<file path="src/tmwf_pkg.sv">
package tmwf_pkg;

    localparam int CHAN_W          = 3;
    localparam int SAMPLE_W        = 10;
    localparam int WINDOW_DEFAULT  = 16;
    localparam int CHANNELS_DEFAULT = 8;

    // trim points as percent of the window
    localparam int TRIM_LO_PCT = 15;
    localparam int TRIM_HI_PCT = 85;
    localparam int PCT_SCALE   = 100;

    typedef struct packed {
        logic clear;
        logic insert;
        logic shift;
    } rank_ctrl_t;

endpackage

</file>
<file path="src/tmwf_ram.sv">
module tmwf_ram #(
    parameter int WIDTH = 10,
    parameter int DEPTH = 128,
    parameter int AW    = (DEPTH > 1) ? $clog2(DEPTH) : 1
) (
    input  logic             clk,
    input  logic             we,
    input  logic [AW-1:0]    waddr,
    input  logic [WIDTH-1:0] wdata,
    input  logic [AW-1:0]    raddr,
    output logic [WIDTH-1:0] rdata
);

    logic [WIDTH-1:0] mem [DEPTH];

    always_ff @(posedge clk)
    begin
        if (we)
        begin
            mem[waddr] <= wdata;
        end
        rdata <= mem[raddr];
    end

endmodule

</file>
<file path="src/tmwf_rank.sv">
module tmwf_rank #(
    parameter int WINDOW = tmwf_pkg::WINDOW_DEFAULT
) (
    input  logic                          clk,
    input  logic                          rst_n,
    input  tmwf_pkg::rank_ctrl_t          ctrl,
    input  logic [tmwf_pkg::SAMPLE_W-1:0] din,
    output logic [tmwf_pkg::SAMPLE_W-1:0] head
);
    import tmwf_pkg::*;

    logic [SAMPLE_W-1:0] val_reg  [WINDOW];
    logic [SAMPLE_W-1:0] val_next [WINDOW];
    logic [WINDOW-1:0]   valid_reg;
    logic [WINDOW-1:0]   valid_next;
    logic [WINDOW-1:0]   gt;

    // entries above the insert point are larger or still empty; list stays ascending
    always_comb
    begin
        for (int i = 0; i < WINDOW; i++)
        begin
            gt[i] = !valid_reg[i] || (val_reg[i] > din);
        end
    end

    always_comb
    begin
        val_next   = val_reg;
        valid_next = valid_reg;
        if (ctrl.clear)
        begin
            valid_next = '0;
        end
        else if (ctrl.insert)
        begin
            valid_next = {valid_reg[WINDOW-2:0], 1'b1};
            if (gt[0])
            begin
                val_next[0] = din;
            end
            for (int i = 1; i < WINDOW; i++)
            begin
                if (gt[i])
                begin
                    val_next[i] = gt[i-1] ? val_reg[i-1] : din;
                end
            end
        end
        else if (ctrl.shift)
        begin
            valid_next = {1'b0, valid_reg[WINDOW-1:1]};
            for (int i = 0; i < WINDOW - 1; i++)
            begin
                val_next[i] = val_reg[i+1];
            end
        end
    end

    always_ff @(posedge clk)
    begin
        val_reg <= val_next;
    end

    always_ff @(posedge clk or negedge rst_n)
    begin
        if (!rst_n)
        begin
            valid_reg <= '0;
        end
        else
        begin
            valid_reg <= valid_next;
        end
    end

    assign head = val_reg[0];

endmodule

</file>
<file path="src/tmwf_div.sv">
module tmwf_div #(
    parameter int SW      = 14,
    parameter int DIVISOR = 12
) (
    input  logic          clk,
    input  logic          rst_n,
    input  logic          start,
    input  logic [SW-1:0] dividend,
    output logic          done,
    output logic [SW-1:0] quotient
);
    localparam int DW = (DIVISOR > 1) ? $clog2(DIVISOR) : 0;
    localparam int SH = SW + DW;
    localparam int MW = SH + 1;
    localparam longint unsigned RECIP =
        ((longint'(1) << SH) + longint'(DIVISOR) - 1) / longint'(DIVISOR);

    logic [SW+MW-1:0] prod;
    logic [SW-1:0]    quo_reg;
    logic [SW-1:0]    quo_next;
    logic             done_reg;

    // floor division by a constant: multiply by the rounded-up reciprocal, exact for SW-bit inputs
    assign prod     = {{MW{1'b0}}, dividend} * {{SW{1'b0}}, MW'(RECIP)};
    assign quo_next = start ? prod[SH +: SW] : quo_reg;

    always_ff @(posedge clk)
    begin
        quo_reg <= quo_next;
    end

    always_ff @(posedge clk or negedge rst_n)
    begin
        if (!rst_n)
        begin
            done_reg <= 1'b0;
        end
        else
        begin
            done_reg <= start;
        end
    end

    assign done     = done_reg;
    assign quotient = quo_reg;

endmodule

</file>
<file path="src/trimmed_mean_window_filter_core.sv">
// Trimmed-mean filter with one circular window of WINDOW samples per channel, kept in a
// single on-chip RAM. Each sample beat is written into its channel's window, the window is
// read back one word per cycle into an insertion-ranking register row, the ranks from
// the lower to the upper cut are summed, and the sum is divided by the kept count with a
// constant reciprocal multiply. One sample occupies the block from acceptance to the next
// in_ready through a write, the window read, the summing shifts, the multiply and the load
// of the output register, and longer while a previous result is still stalled there; a
// sample for a channel at or beyond CHANNELS skips the window and returns a zero result.
// After reset every RAM word is swept to zero before in_ready rises. A finished result
// waits in the output register while the next sample is worked on.
module trimmed_mean_window_filter_core #(
    parameter int WINDOW   = tmwf_pkg::WINDOW_DEFAULT,
    parameter int CHANNELS = tmwf_pkg::CHANNELS_DEFAULT
) (
    input  logic                          clk,
    input  logic                          rst_n,
    input  logic                          in_valid,
    output logic                          in_ready,
    input  logic [tmwf_pkg::CHAN_W-1:0]   channel,
    input  logic [tmwf_pkg::SAMPLE_W-1:0] sample,
    output logic                          out_valid,
    input  logic                          out_ready,
    output logic [tmwf_pkg::CHAN_W-1:0]   channel_out,
    output logic [tmwf_pkg::SAMPLE_W-1:0] smoothed
);
    import tmwf_pkg::*;

    localparam int DEPTH     = CHANNELS * WINDOW;
    localparam int AW        = (DEPTH > 1) ? $clog2(DEPTH) : 1;
    localparam int IW        = $clog2(WINDOW);
    localparam int CW        = $clog2(WINDOW + 1);
    localparam int CIW       = (CHANNELS > 1) ? $clog2(CHANNELS) : 1;
    localparam int SW        = SAMPLE_W + $clog2(WINDOW);
    localparam int LOW_RAW   = (WINDOW * TRIM_LO_PCT) / PCT_SCALE;
    localparam int LOW_CUT   = (LOW_RAW > 1) ? LOW_RAW : 1;
    localparam int HIGH_RAW  = (WINDOW * TRIM_HI_PCT) / PCT_SCALE + 1;
    localparam int HIGH_CUT  = (HIGH_RAW < WINDOW - 1) ? HIGH_RAW : WINDOW - 1;
    localparam int KEEP      = HIGH_CUT - LOW_CUT;

    typedef enum logic [6:0] {
        S_CLEAR = 7'b0000001,
        S_IDLE  = 7'b0000010,
        S_WRITE = 7'b0000100,
        S_LOAD  = 7'b0001000,
        S_SUM   = 7'b0010000,
        S_DIV   = 7'b0100000,
        S_DONE  = 7'b1000000
    } state_t;

    state_t              state_reg, state_next;
    logic [AW-1:0]       clr_reg, clr_next;
    logic [CW-1:0]       cnt_reg, cnt_next;
    logic [CHAN_W-1:0]   ch_reg, ch_next;
    logic [SAMPLE_W-1:0] smp_reg, smp_next;
    logic [IW-1:0]       slot_reg [CHANNELS];
    logic [IW-1:0]       slot_cur;
    logic [IW-1:0]       slot_new;
    logic                slot_we;
    logic [SW-1:0]       acc_reg, acc_next;
    logic [SAMPLE_W-1:0] mean_reg, mean_next;
    logic                ovalid_reg, ovalid_next;
    logic [CHAN_W-1:0]   och_reg, och_next;
    logic [SAMPLE_W-1:0] omean_reg, omean_next;

    logic                ram_we;
    logic [AW-1:0]       ram_waddr;
    logic [SAMPLE_W-1:0] ram_wdata;
    logic [AW-1:0]       ram_raddr;
    logic [SAMPLE_W-1:0] ram_rdata;
    logic [AW-1:0]       base;
    rank_ctrl_t          rank_ctrl;
    logic [SAMPLE_W-1:0] head;
    logic                div_start;
    logic                div_done;
    logic [SW-1:0]       div_quo;
    logic                ch_ok;
    logic                out_free;

    assign ch_ok    = 5'(channel) < 5'(CHANNELS);
    assign base     = AW'(ch_reg) * AW'(WINDOW);
    assign slot_cur = slot_reg[CIW'(ch_reg)];
    assign slot_new = (slot_cur == IW'(WINDOW - 1)) ? '0 : slot_cur + 1'b1;
    assign out_free = !ovalid_reg || out_ready;
    assign in_ready = (state_reg == S_IDLE);

    tmwf_ram #(
        .WIDTH (SAMPLE_W),
        .DEPTH (DEPTH),
        .AW    (AW)
    ) u_ram (
        .clk   (clk),
        .we    (ram_we),
        .waddr (ram_waddr),
        .wdata (ram_wdata),
        .raddr (ram_raddr),
        .rdata (ram_rdata)
    );

    tmwf_rank #(
        .WINDOW (WINDOW)
    ) u_rank (
        .clk   (clk),
        .rst_n (rst_n),
        .ctrl  (rank_ctrl),
        .din   (ram_rdata),
        .head  (head)
    );

    tmwf_div #(
        .SW      (SW),
        .DIVISOR (KEEP)
    ) u_div (
        .clk      (clk),
        .rst_n    (rst_n),
        .start    (div_start),
        .dividend (acc_reg),
        .done     (div_done),
        .quotient (div_quo)
    );

    always_comb
    begin
        state_next  = state_reg;
        clr_next    = clr_reg;
        cnt_next    = cnt_reg;
        ch_next     = ch_reg;
        smp_next    = smp_reg;
        acc_next    = acc_reg;
        mean_next   = mean_reg;
        ovalid_next = ovalid_reg && !out_ready;
        och_next    = och_reg;
        omean_next  = omean_reg;
        slot_we     = 1'b0;
        ram_we      = 1'b0;
        ram_waddr   = base + AW'(slot_new);
        ram_wdata   = smp_reg;
        ram_raddr   = base + AW'(cnt_reg);
        rank_ctrl   = '0;
        div_start   = 1'b0;
        case (state_reg)
            S_CLEAR:
            begin
                ram_we    = 1'b1;
                ram_waddr = clr_reg;
                ram_wdata = '0;
                clr_next  = clr_reg + 1'b1;
                if (clr_reg == AW'(DEPTH - 1))
                begin
                    state_next = S_IDLE;
                end
            end
            S_IDLE:
            begin
                if (in_valid)
                begin
                    ch_next   = channel;
                    smp_next  = sample;
                    mean_next = '0;
                    state_next = ch_ok ? S_WRITE : S_DONE;
                end
            end
            S_WRITE:
            begin
                ram_we          = 1'b1;
                slot_we         = 1'b1;
                rank_ctrl.clear = 1'b1;
                cnt_next        = '0;
                state_next      = S_LOAD;
            end
            S_LOAD:
            begin
                // read data arrives in the cycle after its address
                rank_ctrl.insert = (cnt_reg != '0);
                cnt_next = cnt_reg + 1'b1;
                if (cnt_reg == CW'(WINDOW))
                begin
                    cnt_next   = '0;
                    acc_next   = '0;
                    state_next = S_SUM;
                end
            end
            S_SUM:
            begin
                rank_ctrl.shift = 1'b1;
                if (cnt_reg >= CW'(LOW_CUT))
                begin
                    acc_next = acc_reg + SW'(head);
                end
                cnt_next = cnt_reg + 1'b1;
                if (cnt_reg == CW'(HIGH_CUT - 1))
                begin
                    state_next = S_DIV;
                    div_start  = 1'b0;
                end
            end
            S_DIV:
            begin
                // start pulse on entry, then wait for the quotient
                div_start = (cnt_reg == CW'(HIGH_CUT));
                cnt_next  = '0;
                if (div_done)
                begin
                    mean_next  = div_quo[SAMPLE_W-1:0];
                    state_next = S_DONE;
                end
            end
            S_DONE:
            begin
                if (out_free)
                begin
                    ovalid_next = 1'b1;
                    och_next    = ch_reg;
                    omean_next  = mean_reg;
                    state_next  = S_IDLE;
                end
            end
            default:
            begin
                state_next = S_IDLE;
            end
        endcase
    end

    always_ff @(posedge clk)
    begin
        ch_reg    <= ch_next;
        smp_reg   <= smp_next;
        acc_reg   <= acc_next;
        mean_reg  <= mean_next;
        och_reg   <= och_next;
        omean_reg <= omean_next;
    end

    always_ff @(posedge clk or negedge rst_n)
    begin
        if (!rst_n)
        begin
            state_reg  <= S_CLEAR;
            clr_reg    <= '0;
            cnt_reg    <= '0;
            ovalid_reg <= 1'b0;
            for (int i = 0; i < CHANNELS; i++)
            begin
                slot_reg[i] <= '0;
            end
        end
        else
        begin
            state_reg  <= state_next;
            clr_reg    <= clr_next;
            cnt_reg    <= cnt_next;
            ovalid_reg <= ovalid_next;
            if (slot_we)
            begin
                slot_reg[CIW'(ch_reg)] <= slot_new;
            end
        end
    end

    assign out_valid   = ovalid_reg;
    assign channel_out = och_reg;
    assign smoothed    = omean_reg;

endmodule

</file>
<file path="config.mk">
export PLATFORM = sky130hd
export DESIGN_NAME = trimmed_mean_window_filter_core
export DESIGN_NICKNAME = d
export VERILOG_FILES = /design/src/tmwf_pkg.sv /design/src/tmwf_ram.sv /design/src/tmwf_rank.sv /design/src/tmwf_div.sv /design/src/trimmed_mean_window_filter_core.sv
export SDC_FILE = /design/constraint.sdc
export NUM_CORES = 2
export LEC_CHECK = 0
export BUFFER_PORTS_ARGS = -buffer_cell sky130_fd_sc_hd__buf_2
export CELL_PAD_IN_SITES_DETAIL_PLACEMENT = 0
export CELL_PAD_IN_SITES_GLOBAL_PLACEMENT = 1
export CORE_MARGIN = 4
export CORE_UTILIZATION = 40
export DETAILED_ROUTE_END_ITERATION = 10
export PLACE_DENSITY_LB_ADDON = 0.1
export SLEW_MARGIN = 20
export SYNTH_ARGS = -nofsm -noshare
export SYNTH_HDL_FRONTEND = slang
export SYNTH_SLANG_ARGS = --single-unit
</file>
<file path="constraint.sdc">
create_clock -name clk -period 7.05 [get_ports clk]
set_clock_uncertainty 0.05 [all_clocks]
set_input_delay 1.7625 -clock clk [delete_from_list [all_inputs] [get_ports clk]]
set_output_delay 1.7625 -clock clk [all_outputs]
set_load 0.05 [all_outputs]
</file>
======== Word-level counts from Yosys, hierarchy flattened ========
Memories as Yosys holds them, arrays and structs flattened. A register that Yosys moved wholly into a read port is not among the register bits.
Index checks and enable logic that the tools add are counted.
W data, S select, Z words.
word-level totals
  bits in registers ....................... 289
  memory bits (writable) .................. 1280
  memories ................................ 1
cells by class
  bitwise gates (word level) .............. 2
  equal/unequal tests ..................... 34
  reduce and logical (&&, ||, !) cells .... 66
  multiply operators ...................... 1
  add/subtract/negate cells ............... 6
  muxes and demuxes ....................... 68
  $lt $le $gt $ge ......................... 19
memories
  memory     words  bits a word  rd ports  clocked after Yosys merged registers in  wr ports  RTL line        RTL
  u_ram.mem  128    10           1         1                                        1         tmwf_ram.sv:14  logic [WIDTH-1:0] mem [DEPTH];
operator list
  kind                      number
  $mux W10                  33
  $mux W150                 2
  $gt A10 B10 Y1            16
  $reduce_and A3 Y1         18
  $mux W7                   7
  $pmux W7 S7               1
  $mux W16                  3
  $bwmux W32                1
  $ne A2 B1 Y1 const B      16
  $mux W14                  2
  $pmux W14 S2              1
  $mul A14 B14 Y27 const B  1
  $pmux W10 S2              1
  $logic_not A1 Y1          18
  $logic_or A1 B1 Y1        17
  $mux W4                   4
  $pmux W5 S3               1
  $add A14 B10 Y14          1
  $eq A7 B7 Y1 const B      2
  $bmux W4 S3               1
  $demux W4 S3              1
  $ne A2 B2 Y1 const B      6
  $eq A5 B4 Y1 const B      2
  $mux W1                   9
  other kinds (26)          32

======== Longest topological paths before layout ========
  depth in word-level cells ............... 8
  mapped depth ............................ 18
  depth with buffers taken out ............ 18

======== Modules after synthesis ========
From an unflattened synthesis, not the netlist that was laid out.
unflattened totals
  cell total of the unflattened synthesis .. 4315
  area, all modules ....................... 72642.2 um^2
modules (own cells, without submodules)
  module                           area an instance (um^2)  times used  cells each  seq. area each (um^2)
  tmwf_ram                         49354.8                  1           1998        38637.1
  tmwf_rank                        14335.0                  1           1498        5205.0
  trimmed_mean_window_filter_core  5059.9                   1           419         2803.9
  tmwf_div                         3892.5                   1           400         355.3

======== Worst setup path before layout ========
OpenSTA, ideal clock, no wires.
  path type ............................... reg2reg
  start ................................... reg acc_reg[1]
  end ..................................... reg u_div.quo_reg[6] (netlist: u_div.quotient[6]), data pin
  period minus slack after synthesis ...... 5.058 ns
  slack ................................... 1.992 ns
  data arrival time ....................... 4.738 ns
  stages on the path, launching flop included .. 19
  buffers on the path ..................... 0
  cells stage by stage .................... edfxtp_1 ha_1 inv_1 fa_1 fa_1 inv_1 fa_1 inv_1 fa_1 inv_1 ha_1 ha_1 and3_1 nand3_1 a211oi_1 a21oi_1 or2_2 a311oi_1 xor2_1
on the way
  cells in the longest elaborated chain, start to end .. 1
ends and longest elaborated chain
  element                   RTL line                                RTL
  start: declaration        trimmed_mean_window_filter_core.sv:59   logic [SW-1:0] acc_reg, acc_next;
  start signal: assignment  trimmed_mean_window_filter_core.sv:228  acc_reg <= acc_next;
  $mul A14 B14 Y27          tmwf_div.sv:24                          assign prod = {{MW{1'b0}}, dividend} * {{SW{1'b0}}, MW'(RECIP)};
  net u_div.prod[24]        tmwf_div.sv:18                          logic [SW+MW-1:0] prod;
  end signal: assignment    tmwf_div.sv:29                          quo_reg <= quo_next;
  end: declaration          tmwf_div.sv:19                          logic [SW-1:0] quo_reg;
The timed path passes the listed nets, and every way through them passes these cells.
A chain may end at the register's enable or synchronous reset.

======== Final worst setup path ========
Ends and elaborated chain as after synthesis.

==> impl_metrics.toml <==
[synth]
synthTopCellsByArea = "sky130_fd_sc_hd__edfxtp_1, sky130_fd_sc_hd__mux4_2, sky130_fd_sc_hd__ha_1"
synth_edf_count = 1500
syn_area_um2 = 70500
yosys_most_used_dff = "sky130_fd_sc_hd__edfxtp_1"
netlist_top_cells_count = "sky130_fd_sc_hd__edfxtp_1, sky130_fd_sc_hd__mux4_2, sky130_fd_sc_hd__nand2_1"
synth.net_count = 4529
post_synth_arst_share_pct = 4.37
yosys_warnings = 0
yosys.cell_count.top_type = "sky130_fd_sc_hd__edfxtp_1"
syn-mean-instance-area_um2 = 16.8
synthDistinctLibCells = 83
post_synth_inst_count = 4188
synth_seq_cells = 1579
synth.yosys.seq_area_share_pct = 66.7
synth.largest_area_cell = "sky130_fd_sc_hd__edfxtp_1"
post-synth-top-area-fraction_pct = 63.9

[critical_path]
worst_setup_slack_for_register_to_register_paths_ps = 1510
worst_ep_required_time_ps = 7520
start_kind = "register"
end_kind = "register"
cell_by_cell_trace_of_the_critical_path = "ha_1, inv_1, fa_1, fa_1, inv_1, fa_1, inv_1, fa_1, inv_1, ha_1, ha_1, and3_1, nand3_1, a211oi_1, a21oi_1, or2_2, a311oi_1, xor2_1"
critPathSlowestCell = "sky130_fd_sc_hd__fa_1"
path_class = "reg -> reg"
worst-path-max-fanout = 6
cp_slowest_stage_delay_ps = 500
worstPathArrival_ps = 6010

[power_and_ir_drop]
comb_power_share_pct = 30.0
power-per-cell-area_nw_per_um2 = 371
pwr-share-seq_pct = 40.0
power_frac_clock_pct = 30.0
cellInternalPower_mw = 19.6
p_leak_nw = 27.4
switchingPower_mw = 9.75
p_sw_share_pct = 33.2
pwr_total_mw = 29.4
ir_drop_mv = 0.229

[cts]
cts.sinks = 1579
number_of_h_tree_levels = 4
cts_tree = "done"
clock_latency_ps = 800
clock_path_buffers = 3
ctsHoldBuffers = 0
tritoncts.num_buffers = 171
ctsRootBufferMaster = "sky130_fd_sc_hd__clkbuf_16"
post-cts-setup-buffer-count = 0
cts.clk_slew.worst_paths_ps = 60
cts_repair_resize_count = 0

[detailed_routing]
firstDrtPassIters = 5
drc_errors_left = 0
totalWireLength_um = 192000
via_count = 37890
first_iteration_detailed_routing_drc_count = 2963
route.antenna.remaining_nets = 0
wl_per_cell_um = 28.4
post_drt_via_cell_ratio = 5.61

[run_status]
status = "completed"

[sta]
timing.slew.headroom_pct = 22.2
maxSlewViolCount = 0
setup_viol = 0
setup_slack_ps = 1510
worst_hold_slack_ps = 363
timing.final.crit_share_pct = 78.6
worstMarginPinSlew_ps = 1160
max_clock_freq_mhz = 181
period_needed_ps = 5540
setup_tns_ps = 0
setup_repair_after_global_routing_missed_its_margin = "no"
hold_violations = 0

[global_routing]
first_pass_grt_wire_length_um = 279000
first_global_vias = 39279
antenna_violations_before_repair = 4
grt_max_degree = 93
gr-total-overflow = 0
global_route.usage.total_pct = 21.1

[placed_design]
dp.cells = 6441
dp_worst_setup_slack_ps = 1470
dp_hpwl_um = 123000
port_buffers = 31
post_dp_cell_area_um2 = 73600
gp_routability_congestion = 0.799

[floorplan]
pin_count = 32
initial_utilization_pct = 40.4
fp-row-count = 153
die_w_um = 428
fp.dieH_um = 428
floorplan.die_area_um2 = 183000
core_region_area_um2 = 175000

[job]
cap_violations = 0

[finish]
final_nets = 4632
stdcell_count = 6760
final_util_pct = 45.4
area_growth_pct = 12.4
final_cell_area_um2 = 79200
largest_register_ffs = 1280
layout.filler_cells = 15306
drive_above_1_share_pct = 18.8

[min_path]
hold_class = "reg -> reg"
-- layer usage --
metal | wire (µm) | vias to the layer above | share of wire [%] | GRT usage (%)
met4 | 5270 | 0 | 2.8 | 5.98
met1 | 86100 | 19954 | 45 | 29.9
met5 | 0 | - | 0 | 0
met2 | 91000 | 905 | 47 | 33.6
met3 | 9250 | 254 | 4.8 | 3.71
li1 | - | 16777 | - | -
-- area by class of cell --
class	instances	area, µm²	area share (%)
Tap cell	2325	2910	3.67
Sequential cell	1579	47000	59.3
Multi-Input combinational cell	2240	22100	27.9
Antenna cell	2	5.00	0.00632
Inverter	164	616	0.777
Clock buffer	241	4660	5.88
Timing Repair Buffer	135	1080	1.37
Clock inverter	74	816	1.03
-- cell families (layout without fill, tap and decap cells) --
logic type / count (synthesis) / in the layout / synth area share [%]
XOR/XNOR: 33 / 33 / 0.410
adder cells (fa/ha/maj): 324 / 324 / 6.36
flip-flops: 1579 / 1579 / 66.7
AND/OR/NAND/NOR: 770 / 770 / 4.98
AO/OA/AOI/OAI: 519 / 519 / 4.63
multiplexers: 594 / 594 / 14.7
other: 0 / 2 / 0
buffers and inverters: 369 / 614 / 2.22
-- critical path, delay by kind of cell, from the launching register on --
kind,cells,cell delay [ps]
xor gates and xnor gates,1,100
DFF,1,490
adders and majority gates,7,2850
buffers and inverters,4,210
and+or+nand+nor,3,680
AOI/OAI and AO/OA,3,880
-- layout by cell type (no fill, tap or decap), types with 26 or more instances in the layout --
master,n
sky130_fd_sc_hd__edfxtp_1,1500
sky130_fd_sc_hd__mux4_2,348
sky130_fd_sc_hd__nand2_1,286
sky130_fd_sc_hd__ha_1,267
sky130_fd_sc_hd__o21ai_0,214
sky130_fd_sc_hd__nor2_1,204
sky130_fd_sc_hd__mux2i_1,188
sky130_fd_sc_hd__clkbuf_16,174
sky130_fd_sc_hd__inv_1,164
sky130_fd_sc_hd__buf_4,94
sky130_fd_sc_hd__a21oi_1,79
sky130_fd_sc_hd__dfrtp_1,64
sky130_fd_sc_hd__clkbuf_1,62
sky130_fd_sc_hd__mux2_2,57
sky130_fd_sc_hd__fa_1,57
sky130_fd_sc_hd__nand3_1,48
sky130_fd_sc_hd__nand4_1,44
sky130_fd_sc_hd__nor2b_1,33
sky130_fd_sc_hd__nor2_2,30
sky130_fd_sc_hd__buf_2,30
sky130_fd_sc_hd__clkinv_1,29
sky130_fd_sc_hd__a221oi_1,26
sky130_fd_sc_hd__o22ai_1,26
-- worst paths after layout --
| kind | start | cells past startpoint | end |
|---|---|---|---|
| worst max-delay path | acc_reg[1]$_SDFFCE_PP0P_ | 18 | u_div.quotient[6]$_DFFE_PP_ |
| worst min-delay path | mean_reg[4]$_SDFFCE_PN0P_ | 0 | smoothed[4]$_DFFE_PP_ |
| worst max register to register | acc_reg[1]$_SDFFCE_PP0P_ | 18 | u_div.quotient[6]$_DFFE_PP_ |
| worst min register to register | mean_reg[4]$_SDFFCE_PN0P_ | 0 | smoothed[4]$_DFFE_PP_ |
| max in group asynchronous | rst_n | 3 | state_reg[0]$_DFFE_PN1P_ |
| min in group asynchronous | rst_n | 1 | out_valid$_DFF_PN0_ |
-- power groups by stage --
| stage | Sequential [mW] | Combinational [mW] | Clock (mW) |
|---|---|---|---|
| finish | 11.8 | 8.81 | 8.80 |
| global route | 11.8 | 9.49 | 9.42 |
| CTS | 11.8 | 8.94 | 9.01 |
| detailed placement | 12.0 | 8.92 | 0 |
| global placement | 12.0 | 8.87 | 0 |
| floorplan | 11.7 | 5.64 | 0 |
Note: power is estimated with default switching activity, not from simulation.
